### src/design/hex_command_parser_fifo_assert.svh
// Assertion macros used by the parser top-level design file.
// All checks are clocked on clock and held off while reset is high.
`ifndef HEX_COMMAND_PARSER_FIFO_ASSERT_SVH
`define HEX_COMMAND_PARSER_FIFO_ASSERT_SVH

// The consequent must hold in the same cycle as the antecedent.
`define HCP_CHECK_NOW(name, ante, cons) \
   name: assert property (@(posedge clock) disable iff (reset) (ante) |-> (cons)) \
      else $error("hex_command_parser_fifo: same-cycle check failed");

// The consequent must hold in the cycle after the antecedent.
`define HCP_CHECK_NEXT(name, ante, cons) \
   name: assert property (@(posedge clock) disable iff (reset) (ante) |=> (cons)) \
      else $error("hex_command_parser_fifo: next-cycle check failed");

`endif

### src/design/hcp_pkg.sv
package hcp_pkg;

   localparam int CMD_W     = 32;
   localparam int NIB_W     = 4;
   localparam int DIGITS    = 8;
   localparam int CNT_W     = 3;
   localparam int OPQ_DEPTH = 2;
   localparam int OPQ_PTR_W = 1;
   localparam int OPQ_CNT_W = 2;

   localparam logic [7:0] CHAR_NEWLINE = 8'h0A;
   localparam logic [7:0] CHAR_CLOSE   = 8'h29;

   typedef logic [1:0] op_type;
   localparam op_type OP_ACCEPT = 2'd0;
   localparam op_type OP_REJECT = 2'd1;
   localparam op_type OP_PUSH   = 2'd2;
   localparam op_type OP_POP    = 2'd3;

   typedef struct packed {
      op_type             op;
      logic [CMD_W-1:0]   word;
   } cmd_op_type;

   typedef struct packed {
      logic               ok;
      logic [NIB_W-1:0]   nib;
   } hex_type;

   function automatic hex_type hex_decode(input logic [7:0] c);
      hex_type     res;
      logic [7:0]  diff;
      res  = '0;
      diff = '0;
      if (c >= 8'h30 && c <= 8'h39) begin
         diff = c - 8'h30;
         res.ok = 1'b1;
      end else if (c >= 8'h41 && c <= 8'h46) begin
         diff = c - 8'h37;
         res.ok = 1'b1;
      end else if (c >= 8'h61 && c <= 8'h66) begin
         diff = c - 8'h57;
         res.ok = 1'b1;
      end
      res.nib = diff[NIB_W-1:0];
      return res;
   endfunction

endpackage

### src/design/hcp_channels.sv
interface hcp_req_if;
   logic       valid;
   logic       ready;
   logic       action;
   logic [7:0] char_code;

   modport source (output valid, output action, output char_code, input ready);
   modport sink   (input valid, input action, input char_code, output ready);
endinterface

interface hcp_rsp_if;
   logic                      valid;
   logic                      ready;
   logic                      char_accepted;
   logic                      popped;
   logic [hcp_pkg::CMD_W-1:0] command_word;
   logic [2:0]                queue_level;

   modport source (output valid, output char_accepted, output popped,
                   output command_word, output queue_level, input ready);
   modport sink   (input valid, input char_accepted, input popped,
                   input command_word, input queue_level, output ready);
endinterface

### src/design/hcp_front.sv
module hcp_front (
   input  logic                clock,
   input  logic                reset,
   hcp_req_if.sink             req,
   output logic                op_valid,
   output hcp_pkg::cmd_op_type op_out,
   input  logic                op_ready
);

   logic [hcp_pkg::CMD_W-1:0] partial_ff, partial_in;
   logic [hcp_pkg::CNT_W-1:0] count_ff, count_in;
   logic [hcp_pkg::CMD_W-1:0] base;
   logic [hcp_pkg::CMD_W-1:0] assembled;
   hcp_pkg::hex_type          hex;
   logic                      is_delim;
   logic                      fire;

   assign req.ready = op_ready;
   assign op_valid  = req.valid;
   assign fire      = req.valid && op_ready;

   always_comb begin
      hex      = hcp_pkg::hex_decode(req.char_code);
      is_delim = (req.char_code == hcp_pkg::CHAR_NEWLINE) ||
                 (req.char_code == hcp_pkg::CHAR_CLOSE);
      // The first digit of a command starts from a clean word.
      base      = (count_ff == '0) ? '0 : partial_ff;
      // Digit n lands in nibble 7-n, which is the bitwise inverse of a 3-bit count.
      assembled = base | (hcp_pkg::CMD_W'(hex.nib) << {~count_ff, 2'b00});

      partial_in  = partial_ff;
      count_in    = count_ff;
      op_out.op   = hcp_pkg::OP_ACCEPT;
      op_out.word = '0;

      if (req.action) begin
         op_out.op = hcp_pkg::OP_POP;
      end else if (is_delim) begin
         if (count_ff != '0) begin
            op_out.op   = hcp_pkg::OP_PUSH;
            op_out.word = partial_ff;
            count_in    = '0;
         end
      end else if (hex.ok) begin
         partial_in = assembled;
         if (count_ff == hcp_pkg::CNT_W'(hcp_pkg::DIGITS - 1)) begin
            op_out.op   = hcp_pkg::OP_PUSH;
            op_out.word = assembled;
            count_in    = '0;
         end else begin
            count_in = count_ff + 1'b1;
         end
      end else begin
         op_out.op = hcp_pkg::OP_REJECT;
         count_in  = '0;
      end
   end

   always_ff @(posedge clock) begin
      if (reset) begin
         partial_ff <= '0;
         count_ff   <= '0;
      end else if (fire) begin
         partial_ff <= partial_in;
         count_ff   <= count_in;
      end
   end

endmodule

### src/design/hcp_opq.sv
module hcp_opq (
   input  logic                clock,
   input  logic                reset,
   input  logic                push_valid,
   input  hcp_pkg::cmd_op_type push_data,
   output logic                push_ready,
   output logic                pop_valid,
   output hcp_pkg::cmd_op_type pop_data,
   input  logic                pop_ready
);

   hcp_pkg::cmd_op_type           slot_ff [hcp_pkg::OPQ_DEPTH];
   logic [hcp_pkg::OPQ_PTR_W-1:0] wr_ptr_ff, wr_ptr_in;
   logic [hcp_pkg::OPQ_PTR_W-1:0] rd_ptr_ff, rd_ptr_in;
   logic [hcp_pkg::OPQ_CNT_W-1:0] count_ff, count_in;
   logic                          do_push;
   logic                          do_pop;

   assign push_ready = (count_ff != hcp_pkg::OPQ_CNT_W'(hcp_pkg::OPQ_DEPTH));
   assign pop_valid  = (count_ff != '0);
   assign pop_data   = slot_ff[rd_ptr_ff];
   assign do_push    = push_valid && push_ready;
   assign do_pop     = pop_valid && pop_ready;

   always_comb begin
      wr_ptr_in = do_push ? wr_ptr_ff + 1'b1 : wr_ptr_ff;
      rd_ptr_in = do_pop  ? rd_ptr_ff + 1'b1 : rd_ptr_ff;
      count_in  = count_ff;
      if (do_push && !do_pop) begin
         count_in = count_ff + 1'b1;
      end else if (do_pop && !do_push) begin
         count_in = count_ff - 1'b1;
      end
   end

   always_ff @(posedge clock) begin
      if (reset) begin
         wr_ptr_ff <= '0;
         rd_ptr_ff <= '0;
         count_ff  <= '0;
      end else begin
         wr_ptr_ff <= wr_ptr_in;
         rd_ptr_ff <= rd_ptr_in;
         count_ff  <= count_in;
      end
   end

   always_ff @(posedge clock) begin
      if (do_push) begin
         slot_ff[wr_ptr_ff] <= push_data;
      end
   end

endmodule

### src/design/hcp_back.sv
module hcp_back #(
   parameter int QUEUE_DEPTH = 4
) (
   input  logic                clock,
   input  logic                reset,
   input  logic                op_valid,
   input  hcp_pkg::cmd_op_type op_in,
   output logic                op_ready,
   hcp_rsp_if.source           rsp
);

   localparam int PTR_W = (QUEUE_DEPTH > 1) ? $clog2(QUEUE_DEPTH) : 1;
   localparam int LVL_W = $clog2(QUEUE_DEPTH + 1);
   localparam logic [PTR_W-1:0] LAST_PTR = PTR_W'(QUEUE_DEPTH - 1);
   localparam logic [LVL_W-1:0] FULL_LVL = LVL_W'(QUEUE_DEPTH);

   logic [hcp_pkg::CMD_W-1:0] cmd_ff [QUEUE_DEPTH];
   logic [PTR_W-1:0]          head_ff, head_in;
   logic [PTR_W-1:0]          tail_ff, tail_in;
   logic [LVL_W-1:0]          level_ff, level_in;
   logic                      do_write;
   logic                      take;

   logic                      rsp_valid_ff;
   logic                      accepted_ff, accepted_in;
   logic                      popped_ff, popped_in;
   logic [hcp_pkg::CMD_W-1:0] word_ff, word_in;
   logic [2:0]                qlevel_ff;

   // The result register frees up when it is empty or being drained.
   assign op_ready = !rsp_valid_ff || rsp.ready;
   assign take     = op_valid && op_ready;

   always_comb begin
      head_in     = head_ff;
      tail_in     = tail_ff;
      level_in    = level_ff;
      do_write    = 1'b0;
      accepted_in = 1'b0;
      popped_in   = 1'b0;
      word_in     = '0;
      if (take) begin
         unique case (op_in.op)
            hcp_pkg::OP_ACCEPT: begin
               accepted_in = 1'b1;
            end
            hcp_pkg::OP_REJECT: begin
               accepted_in = 1'b0;
            end
            hcp_pkg::OP_PUSH: begin
               // A finished command that finds the queue full is dropped.
               if (level_ff != FULL_LVL) begin
                  do_write    = 1'b1;
                  tail_in     = (tail_ff == LAST_PTR) ? '0 : tail_ff + 1'b1;
                  level_in    = level_ff + 1'b1;
                  accepted_in = 1'b1;
               end
            end
            hcp_pkg::OP_POP: begin
               if (level_ff != '0) begin
                  popped_in = 1'b1;
                  word_in   = cmd_ff[head_ff];
                  head_in   = (head_ff == LAST_PTR) ? '0 : head_ff + 1'b1;
                  level_in  = level_ff - 1'b1;
               end
            end
            default: begin
               accepted_in = 1'b0;
            end
         endcase
      end
   end

   always_ff @(posedge clock) begin
      if (reset) begin
         head_ff      <= '0;
         tail_ff      <= '0;
         level_ff     <= '0;
         rsp_valid_ff <= 1'b0;
      end else begin
         head_ff  <= head_in;
         tail_ff  <= tail_in;
         level_ff <= level_in;
         if (take) begin
            rsp_valid_ff <= 1'b1;
         end else if (rsp.ready) begin
            rsp_valid_ff <= 1'b0;
         end
      end
   end

   always_ff @(posedge clock) begin
      if (do_write) begin
         cmd_ff[tail_ff] <= op_in.word;
      end
      if (take) begin
         accepted_ff <= accepted_in;
         popped_ff   <= popped_in;
         word_ff     <= word_in;
         qlevel_ff   <= 3'(level_in);
      end
   end

   assign rsp.valid         = rsp_valid_ff;
   assign rsp.char_accepted = accepted_ff;
   assign rsp.popped        = popped_ff;
   assign rsp.command_word  = word_ff;
   assign rsp.queue_level   = qlevel_ff;

endmodule

### src/design/hex_command_parser_fifo.sv
// Channel    Role    Transaction
// req_chan   sink    action, char_code: one character or one pop request
// rsp_chan   source  char_accepted, popped, command_word, queue_level
//
// One request is taken every cycle in steady flow; its response passes through the op
// queue and then into the result register before it can be taken.
// The front decodes and assembles digits, a two-entry op queue decouples it from
// the back end, which owns the command FIFO and the result register.
// Reset is synchronous and clears the digit count, all pointers and levels.
// A stalled response holds the back end; the op queue then fills and req_chan.ready drops.
`include "hex_command_parser_fifo_assert.svh"

module hex_command_parser_fifo #(
   parameter int QUEUE_DEPTH = 4
) (
   input  logic       clock,
   input  logic       reset,
   hcp_req_if.sink    req_chan,
   hcp_rsp_if.source  rsp_chan
);

   logic                front_valid;
   logic                front_ready;
   hcp_pkg::cmd_op_type front_op;
   logic                back_valid;
   logic                back_ready;
   hcp_pkg::cmd_op_type back_op;

   hcp_front u_front (
      .clock    (clock),
      .reset    (reset),
      .req      (req_chan),
      .op_valid (front_valid),
      .op_out   (front_op),
      .op_ready (front_ready)
   );

   hcp_opq u_opq (
      .clock      (clock),
      .reset      (reset),
      .push_valid (front_valid),
      .push_data  (front_op),
      .push_ready (front_ready),
      .pop_valid  (back_valid),
      .pop_data   (back_op),
      .pop_ready  (back_ready)
   );

   hcp_back #(
      .QUEUE_DEPTH (QUEUE_DEPTH)
   ) u_back (
      .clock    (clock),
      .reset    (reset),
      .op_valid (back_valid),
      .op_in    (back_op),
      .op_ready (back_ready),
      .rsp      (rsp_chan)
   );

   // Every op executed by the back end shows up as a response in the next cycle.
   `HCP_CHECK_NEXT(a_op_yields_rsp, back_valid && back_ready, rsp_chan.valid)
   // A response is either a parse result or a pop result, never both.
   `HCP_CHECK_NOW(a_one_kind, rsp_chan.valid, !(rsp_chan.popped && rsp_chan.char_accepted))
   // Only a successful pop carries a command word.
   `HCP_CHECK_NOW(a_word_only_on_pop, rsp_chan.valid && !rsp_chan.popped,
                  rsp_chan.command_word == '0)

endmodule
### src/flat_wrapper.sv
// flat-port wrapper written by rule: the top's interface ports become plain ports
module hex_command_parser_fifo_flat 
#(
   parameter int QUEUE_DEPTH = 4
)
  (clock, reset, req_chan_valid, req_chan_action, req_chan_char_code, req_chan_ready, rsp_chan_valid, rsp_chan_char_accepted, rsp_chan_popped, rsp_chan_command_word, rsp_chan_queue_level, rsp_chan_ready);
  hcp_req_if req_chan_i ();
  hcp_rsp_if rsp_chan_i ();
  input  logic clock;
  input  logic reset;
  input wire logic [$bits(req_chan_i.valid)-1:0] req_chan_valid;
  input wire logic [$bits(req_chan_i.action)-1:0] req_chan_action;
  input wire logic [$bits(req_chan_i.char_code)-1:0] req_chan_char_code;
  output wire logic [$bits(req_chan_i.ready)-1:0] req_chan_ready;
  output wire logic [$bits(rsp_chan_i.valid)-1:0] rsp_chan_valid;
  output wire logic [$bits(rsp_chan_i.char_accepted)-1:0] rsp_chan_char_accepted;
  output wire logic [$bits(rsp_chan_i.popped)-1:0] rsp_chan_popped;
  output wire logic [$bits(rsp_chan_i.command_word)-1:0] rsp_chan_command_word;
  output wire logic [$bits(rsp_chan_i.queue_level)-1:0] rsp_chan_queue_level;
  input wire logic [$bits(rsp_chan_i.ready)-1:0] rsp_chan_ready;
  assign req_chan_i.valid = req_chan_valid;
  assign req_chan_i.action = req_chan_action;
  assign req_chan_i.char_code = req_chan_char_code;
  assign req_chan_ready = req_chan_i.ready;
  assign rsp_chan_valid = rsp_chan_i.valid;
  assign rsp_chan_char_accepted = rsp_chan_i.char_accepted;
  assign rsp_chan_popped = rsp_chan_i.popped;
  assign rsp_chan_command_word = rsp_chan_i.command_word;
  assign rsp_chan_queue_level = rsp_chan_i.queue_level;
  assign rsp_chan_i.ready = rsp_chan_ready;
  hex_command_parser_fifo #(.QUEUE_DEPTH(QUEUE_DEPTH)) u_core (.clock(clock), .reset(reset), .req_chan(req_chan_i), .rsp_chan(rsp_chan_i));
endmodule
### config.mk
export PLATFORM = sky130hd
export DESIGN_NAME = hex_command_parser_fifo_flat
export DESIGN_NICKNAME = d
export VERILOG_FILES = /design/src/design/hcp_pkg.sv /design/src/design/hcp_channels.sv /design/src/design/hcp_front.sv /design/src/design/hcp_opq.sv /design/src/design/hcp_back.sv /design/src/design/hex_command_parser_fifo.sv /design/src/flat_wrapper.sv
export VERILOG_INCLUDE_DIRS = /design/src /design/src/design
export SDC_FILE = /design/constraint.sdc
export NUM_CORES = 1
export LEC_CHECK = 0
export ABC_CLOCK_PERIOD_IN_PS = 3500
export BUFFER_PORTS_ARGS = -buffer_cell sky130_fd_sc_hd__buf_2
export CORE_MARGIN = 8
export CORE_UTILIZATION = 45
export CTS_BUF_LIST = sky130_fd_sc_hd__clkbuf_4 sky130_fd_sc_hd__clkbuf_8
export CTS_CLUSTER_SIZE = 10
export DETAILED_ROUTE_END_ITERATION = 8
export GPL_ROUTABILITY_DRIVEN = 0
export GPL_TIMING_DRIVEN = 0
export PLACE_DENSITY = 0.68
export SYNTH_ARGS = -nofsm -noshare
export SYNTH_HDL_FRONTEND = slang
export SYNTH_SLANG_ARGS = --single-unit
### constraint.sdc
create_clock -name clock -period 3.5 [get_ports clock]
set_input_delay 0.7 -clock clock [delete_from_list [all_inputs] [get_ports clock]]
set_output_delay 0.7 -clock clock [all_outputs]
set_load 0.02 [all_outputs]
==> results by group, run 1 <==
Layout
  – Inserted Diodes: 0
  – Synth-to-Final Area Change: 14.5%
  – Layout Cells excl Fill: 1163
  – Share of cells above drive strength 1: 0.289
  – Final Instance Area: 13000 um2
  – Nets: 829

Logic synthesis
  – Main synth FF type: edfxtp_1
  – Synth Area in Compound Gates: 0.0726
  – Most common cell in the netlist: edfxtp_1
  – Syn_nets: 730
  – Cells after synthesis: 701
  – Synth Area in Simple Gates: 0.0814
  – EDFF count, synth: 233
  – Synth unique cells: 52
  – Yosys top cell by area: edfxtp_1
  – Avg Cell Area, Syn: 16.3 um2
  – Post-synthesis mux area share: 0.102
  – Mapped cell area: 11400 um2
  – Post-synthesis sequential element count: 281
  – Post-synth top cells: edfxtp_1, dfxtp_1, and2_1
  – Async SR Flop Fraction: 0
  – Post-Synth Adder-Cell Area: 0.0176
  – Area contributors post-synth: edfxtp_1, dfxtp_1, mux4_2, mux2_2, and2_1
  – Seq/Total Area, Yosys: 0.698
  – Post-synth top area share: 0.614
  – XOR/XNOR Fraction of Synth Area: 0.00461
  – Largest family of logic cells by synthesized area: multiplexers
  – Ys Warns: 0

Floorplanning
  – Die height: 175 um
  – Die X-Extent: 175 um
  – Row cnt: 58
  – DIE AREA: 30700 um2
  – IO Count: 52
  – Initial Util: 0.455
  – Core area: 25000 um2

Timing
  – Unrepaired setup endpoints after global routing: no
  – Slew Viols, Final: 0
  – Final setup violation count: 0
  – Slew @ Worst Pin: 899 ps
  – Final hold slack: 466 ps
  – PnR worst setup slack: 814 ps
  – Slew HR: 0.400
  – Minimum clock period after layout: 2690 ps
  – Clk_skew: 22.8 ps
  – Fmax: 0.372 GHz
  – Hold Fails Final Rpt: 0
  – Final Cycle Share: 0.768

Clock tree
  – Clock transition at path regs: 60 ps
  – Clock tree buffer depth: 3
  – CTS buffer count: 44
  – Number of gates resized after cts: 0
  – Post-CTS Hold Fix Bufs: 0
  – Post-CTS Setup Inserts: 0
  – Clock Latency Late Sink: 540 ps
  – Clock root buffer: clkbuf_8
  – Htree depth: 2
  – CTS tree: yes
  – Clock sink count: 281

Setup path
  – CP max stage cell: and2_2
  – Startpoint types: flop
  – Cells along the critical path: buf_2 > mux2_2 > o211ai_1 > a211oi_2 > and2_2
  – CP Max Fanout: 32
  – Required time worst endpoint: 3640 ps
  – CP endpoint kind: flop
  – Arr. time, crit path: 2830 ps
  – CP peak stage delay: 800 ps
  – Crit path kind: flop to flop

Routing
  – Drt pass-1 iters: 5
  – Final wirelength: 22.2 mm
  – DR vias/cell: 5.51
  – DRC viols: 0
  – Drt wl/cell: 19.1 um
  – WL met1: 9.56 mm
  – Drt initial violations: 358
  – Post-DRT Antenna Nets: 0
  – Met3 Wirelength: 1.20 mm
  – Via count: 6413
  – Met2 wire len: 10.4 mm
  – Highest Signal Layer: met4

Pwr
  – Net Sw Frac: 0.268
  – Combinational power share: 0.181
  – Clock power share: 0.320
  – Worst VDD drop: 0.000338 V
  – Overall power: 8.63 mW
  – P_sw: 2.31 mW
  – P_leak: 4.32 nW
  – Internal Power: 6.32 mW
  – Sequential share of power: 0.499
  – Pwr per Cell Area: 661 nW/um2

Placement
  – DP Cell Count: 1084
  – Dpl cell area: 12100 um2
  – Final HPWL DP: 14.4 mm
  – IO Port Bufs: 49
  – Dpl ws: 617 ps

Global routing
  – GRT overflow: 0
  – Antenna violations before repair: 0
  – Pin count of the biggest net entering global routing: 35
  – Vias in the first global route: 6583
  – Gr usage total: 0.144
  – First-pass GRT wire length: 35.2 mm

Flow run
  – Max cap viols: 0

Status
  – Run status: finished, final reports clean

Min path
  – Min-Delay Path Class: flop to flop
kinds of logic after synthesis:
group	after synthesis
AOI/OAI and AO/OA	118
adders and majority gates	16
buffers and inverters	58
muxes	72
DFF	281
and+or+nand+nor	150
xor gates and xnor gates	6
state kept, by name (all words and copies together) (netlist names), named ones only:
name,cells
u_core.u_opq.slot_ff,68
u_core.u_front.partial_ff,32
u_core.u_back.cmd_ff,128
u_core.u_back.rsp.popped,1
u_core.u_back.tail_ff,2
u_core.u_back.level_ff,3
u_core.u_front.count_ff,3
u_core.u_opq.count_ff,2
u_core.u_back.rsp.char_accepted,1
u_core.u_back.head_ff,2
u_core.u_back.rsp.command_word,32
u_core.u_opq.rd_ptr_ff,1
u_core.u_opq.wr_ptr_ff,1
u_core.u_back.rsp.valid,1
u_core.u_back.rsp.queue_level,3
routing by layer:
layer,global-route usage,vias up
met5,0,-
met4,0.0788,0
met3,0.0291,58
met2,0.232,199
met1,0.180,3192
li1,-,2964
through the flow:
step	setup TNS, ps	utilization
6_report	0	0.521
5_1_grt	0	0.521
2_1_floorplan	0	-
3_5_place_dp	0	0.485
4_1_cts	0	0.521
3_3_place_gp	-10290	0.481
final timing paths:
check | start | end | slack, ps | cells after the start
worst min register to register | u_core.u_front.partial_ff[1] | u_core.u_front.partial_ff[1] | 470 | 1
worst max-delay path | flop | u_core.u_back.cmd_ff[0][12] | 810 | 5
worst max register to register | flop | u_core.u_back.cmd_ff[0][12] | 810 | 5
worst min-delay path | u_core.u_front.partial_ff[1] | u_core.u_front.partial_ff[1] | 470 | 1
layout by cell type, fill, tap and decap left out, types with 3 or more instances in the layout:
master and n:
clkbuf_1 22, mux4_2 32, and2_2 4, o21ai_0 23
a21oi_1 27, nand2b_1 6, nand2_1 8, a32oi_1 16
buf_6 4, o21bai_1 4, dfxtp_1 48, and2_1 32
nor2b_1 5, a22oi_1 16, or3_1 4, buf_2 62
mux2i_1 6, buf_1 6, inv_1 11, xor2_1 3
edfxtp_1 233, ha_1 16, xnor2_1 3, nor2_1 22
mux2_2 34, nor3_1 21, nor3_2 12, nand4_1 10
nand3_1 7, o2bb2ai_1 17, buf_12 4, clkbuf_4 22
nand4b_1 7, clkbuf_8 51
final cells by class:
class,count,area [um2]
multi-input cells,362,3180
fillers,2067,12000
inverters,12,45.0
clock inverters,6,33.8
well taps,330,413
repair buffers,53,325
clock buffers,73,867
plain buffers,46,223
flip-flops and latches,281,7960
power groups by stage:
| stage | registers [mW] | clock network, mW | logic (mW) |
|---|---|---|---|
| 2_1_floorplan | 4.61 | 0 | 0.819 |
| 3_3_place_gp | 4.39 | 0 | 1.51 |
| 3_5_place_dp | 4.38 | 0 | 1.59 |
| 4_1_cts | 4.31 | 2.83 | 1.60 |
| 5_1_grt | 4.34 | 2.95 | 1.71 |
| 6_report | 4.31 | 2.76 | 1.56 |
critical path: cells and delay by family (launching register included):
kind            cells  cell delay [ps]
compound gates      2              680
buf+inv             1              230
flops               1              310
mux                 1              230
simple gates        1              800
No activity file was read; power rests on OpenSTA's default activity.
==> run 2: changes to the inputs <==
--- a/config.mk
+++ b/config.mk
@@ -6,7 +6,7 @@
 export SDC_FILE = /design/constraint.sdc
 export NUM_CORES = 1
 export LEC_CHECK = 0
-export ABC_CLOCK_PERIOD_IN_PS = 3500
+export ABC_CLOCK_PERIOD_IN_PS = 2150
 export BUFFER_PORTS_ARGS = -buffer_cell sky130_fd_sc_hd__buf_2
 export CORE_MARGIN = 8
 export CORE_UTILIZATION = 45
@@ -15,7 +15,7 @@
 export DETAILED_ROUTE_END_ITERATION = 8
 export GPL_ROUTABILITY_DRIVEN = 0
 export GPL_TIMING_DRIVEN = 0
-export PLACE_DENSITY = 0.68
+export PLACE_DENSITY = 0.71
 export SYNTH_ARGS = -nofsm -noshare
 export SYNTH_HDL_FRONTEND = slang
 export SYNTH_SLANG_ARGS = --single-unit
==> constraint.sdc (replaced) <==
create_clock -name clock -period 2.15 [get_ports clock]
set_input_delay 0.43 -clock clock [delete_from_list [all_inputs] [get_ports clock]]
set_output_delay 0.43 -clock clock [all_outputs]
set_load 0.02 [all_outputs]
==> results by group, run 2 (synthesis results as in run 1) <==
Routing
  – DR vias/cell: 5.56
  – Final wirelength: 24.6 mm
  – Drt pass-1 iters: 5
  – Via count: 6602
  – Drt initial violations: 562
  – DRC viols: 0
  – Post-DRT Antenna Nets: 0
  – Drt wl/cell: 20.7 um

Setup path
  – CP Max Fanout: 10
  – Required time worst endpoint: 2510 ps
  – Arr. time, crit path: 2440 ps
  – Startpoint types: flop
  – Crit path kind: flop to flop
  – R2R depth: 6
  – CP endpoint kind: flop

Timing
  – PnR worst setup slack: 66.5 ps
  – Fmax: 0.480 GHz
  – Hold Fails Final Rpt: 0
  – Minimum clock period after layout: 2080 ps
  – Clk_skew: 25.3 ps
  – Final hold slack: 235 ps
  – Final Cycle Share: 0.969
  – Slew HR: 0.428
  – Final setup violation count: 0
  – Slew Viols, Final: 0
  – Slew @ Worst Pin: 858 ps

Status
  – Run status: finished, final reports clean

Global routing
  – GRT overflow: 0
  – Antenna violations before repair: 0
  – Met1 Usage GRT: 0.198
  – Gr usage total: 0.159
  – Pin count of the biggest net entering global routing: 35
  – First-pass GRT wire length: 38.1 mm
  – Vias in the first global route: 6790
  – Met2 Track Usage GR: 0.260
  – GR peak layer: met2
  – Met3 usage: 0.0427

Layout
  – Most frequent cells in the layout: edfxtp_1, buf_2, dfxtp_1, clkbuf_8, mux2_2
  – Multi-input combinational cell area: 3280 um2
  – Seq. cell area: 7960 um2
  – Max reg flops: 128
  – Commonest non-fill, non-tap cell in the layout: edfxtp_1
  – Nets: 851
  – Register bank with the most flops: u_core.u_back.cmd_ff
  – Share of cells above drive strength 1: 0.322
  – Largest regs: u_core.u_back.cmd_ff x128, u_core.u_opq.slot_ff x68
  – Layout filler cell count: 2024
  – Fin util: 0.536
  – Synth-to-Final Area Change: 17.8%
  – Inserted Diodes: 0

Floorplanning
  – DIE AREA: 30700 um2
  – Initial Util: 0.455
  – Die height: 175 um
  – Row cnt: 58
  – Core area: 25000 um2
  – Die X-Extent: 175 um
  – IO Count: 52

Pwr
  – Overall power: 14.3 mW
  – P_leak: 4.47 nW
  – Worst VDD drop: 0.000563 V
  – Pwr per Cell Area: 1060 nW/um2

Placement
  – Final HPWL DP: 13.9 mm
  – IO Port Bufs: 49
  – Dpl ws: -621 ps

Clock tree
  – Htree depth: 2
  – Clock sink count: 281
  – Clock tree buffer depth: 3
  – Clock Latency Late Sink: 550 ps
  – Clock transition at path regs: 70 ps
  – CTS tree: yes
  – Clock root buffer: clkbuf_8
  – CTS buffer count: 45

Min path
  – Worst hold path cell count: 3
  – Min-Delay Path Class: input pin to flop

Flow run
  – Max cap viols: 0
run 2: cell count changes in the layout (fill, tap and decap cells not counted), sizes merged, moves of 2 or more:
cell | before | now
buf | 77 | 93
and2 | 36 | 40
clkinv | 4 | 17
inv | 13 | 11
clkinvlp | 1 | 4
clkbuf | 95 | 83
run 2: metal layers:
| layer | share of wire | vias to the layer above |
|---|---|---|
| li1 | - | 3010 |
| met1 | 0.40 | 3266 |
| met2 | 0.48 | 278 |
| met3 | 0.085 | 48 |
| met4 | 0.030 | 0 |
| met5 | 0 | - |
run 2: path summary, 6_finish.rpt:
kind / start / to / slack (ps)
worst max register to register: u_core.u_front.count_ff[0] / u_core.u_opq.slot_ff[0][22] / 70
worst min register to register: u_core.u_front.partial_ff[5] / u_core.u_front.partial_ff[5] / 460
worst min-delay path: rsp_chan_ready / u_core.u_back.rsp.valid / 230
worst max-delay path: u_core.u_front.count_ff[0] / u_core.u_opq.slot_ff[0][22] / 70
run 2: repair_timing:
| action | in CTS | in global routing |
|---|---|---|
| hold buffers | 0 | 0 |
| cloned | 6 | 1 |
| endpoints found under the setup margin | 251 | 224 |
| pin swaps | 5 | 0 |
| setup buffers | 14 | 7 |
| resized for setup | 24 | 8 |
run 2: critical path, cell delays in order (launching register included):
cell and delay [ps]:
dfxtp_1 470, inv_1 160, ha_1 240, nand2b_1 240, clkbuf_2 330, a32oi_1 170, nor3_2 270
run 2: cell type report:
type                            instances  area share
Sequential cell                       281       0.593
Multi-Input combinational cell        367       0.245
Clock buffer                           64      0.0582
Timing Repair Buffer                   70      0.0440
Tap cell                              330      0.0308
Buffer                                 43      0.0170
Clock inverter                         19     0.00811
Inverter                               12     0.00364
Timing Repair inverter                  2    0.000932
run 2: power by group:
group / switching, mW / internal (mW) / total (mW) / leakage [nW]
sequential: 0.161 / 6.87 / 7.03 / 2.56
combinational: 1.86 / 0.927 / 2.79 / 1.43
clock: 2.01 / 2.46 / 4.47 / 0.474
total: 4.03 / 10.3 / 14.3 / 4.47
run 2: metrics by stage:
step                area (um2)  setup TNS, ps  std cells
finish                   13400              0       1188
global route             13400         -0.103       1188
CTS                      13300              0       1182
detailed placement       12100        -113130       1080
global placement         12100        -106140       1080
floorplan                11400              0        701
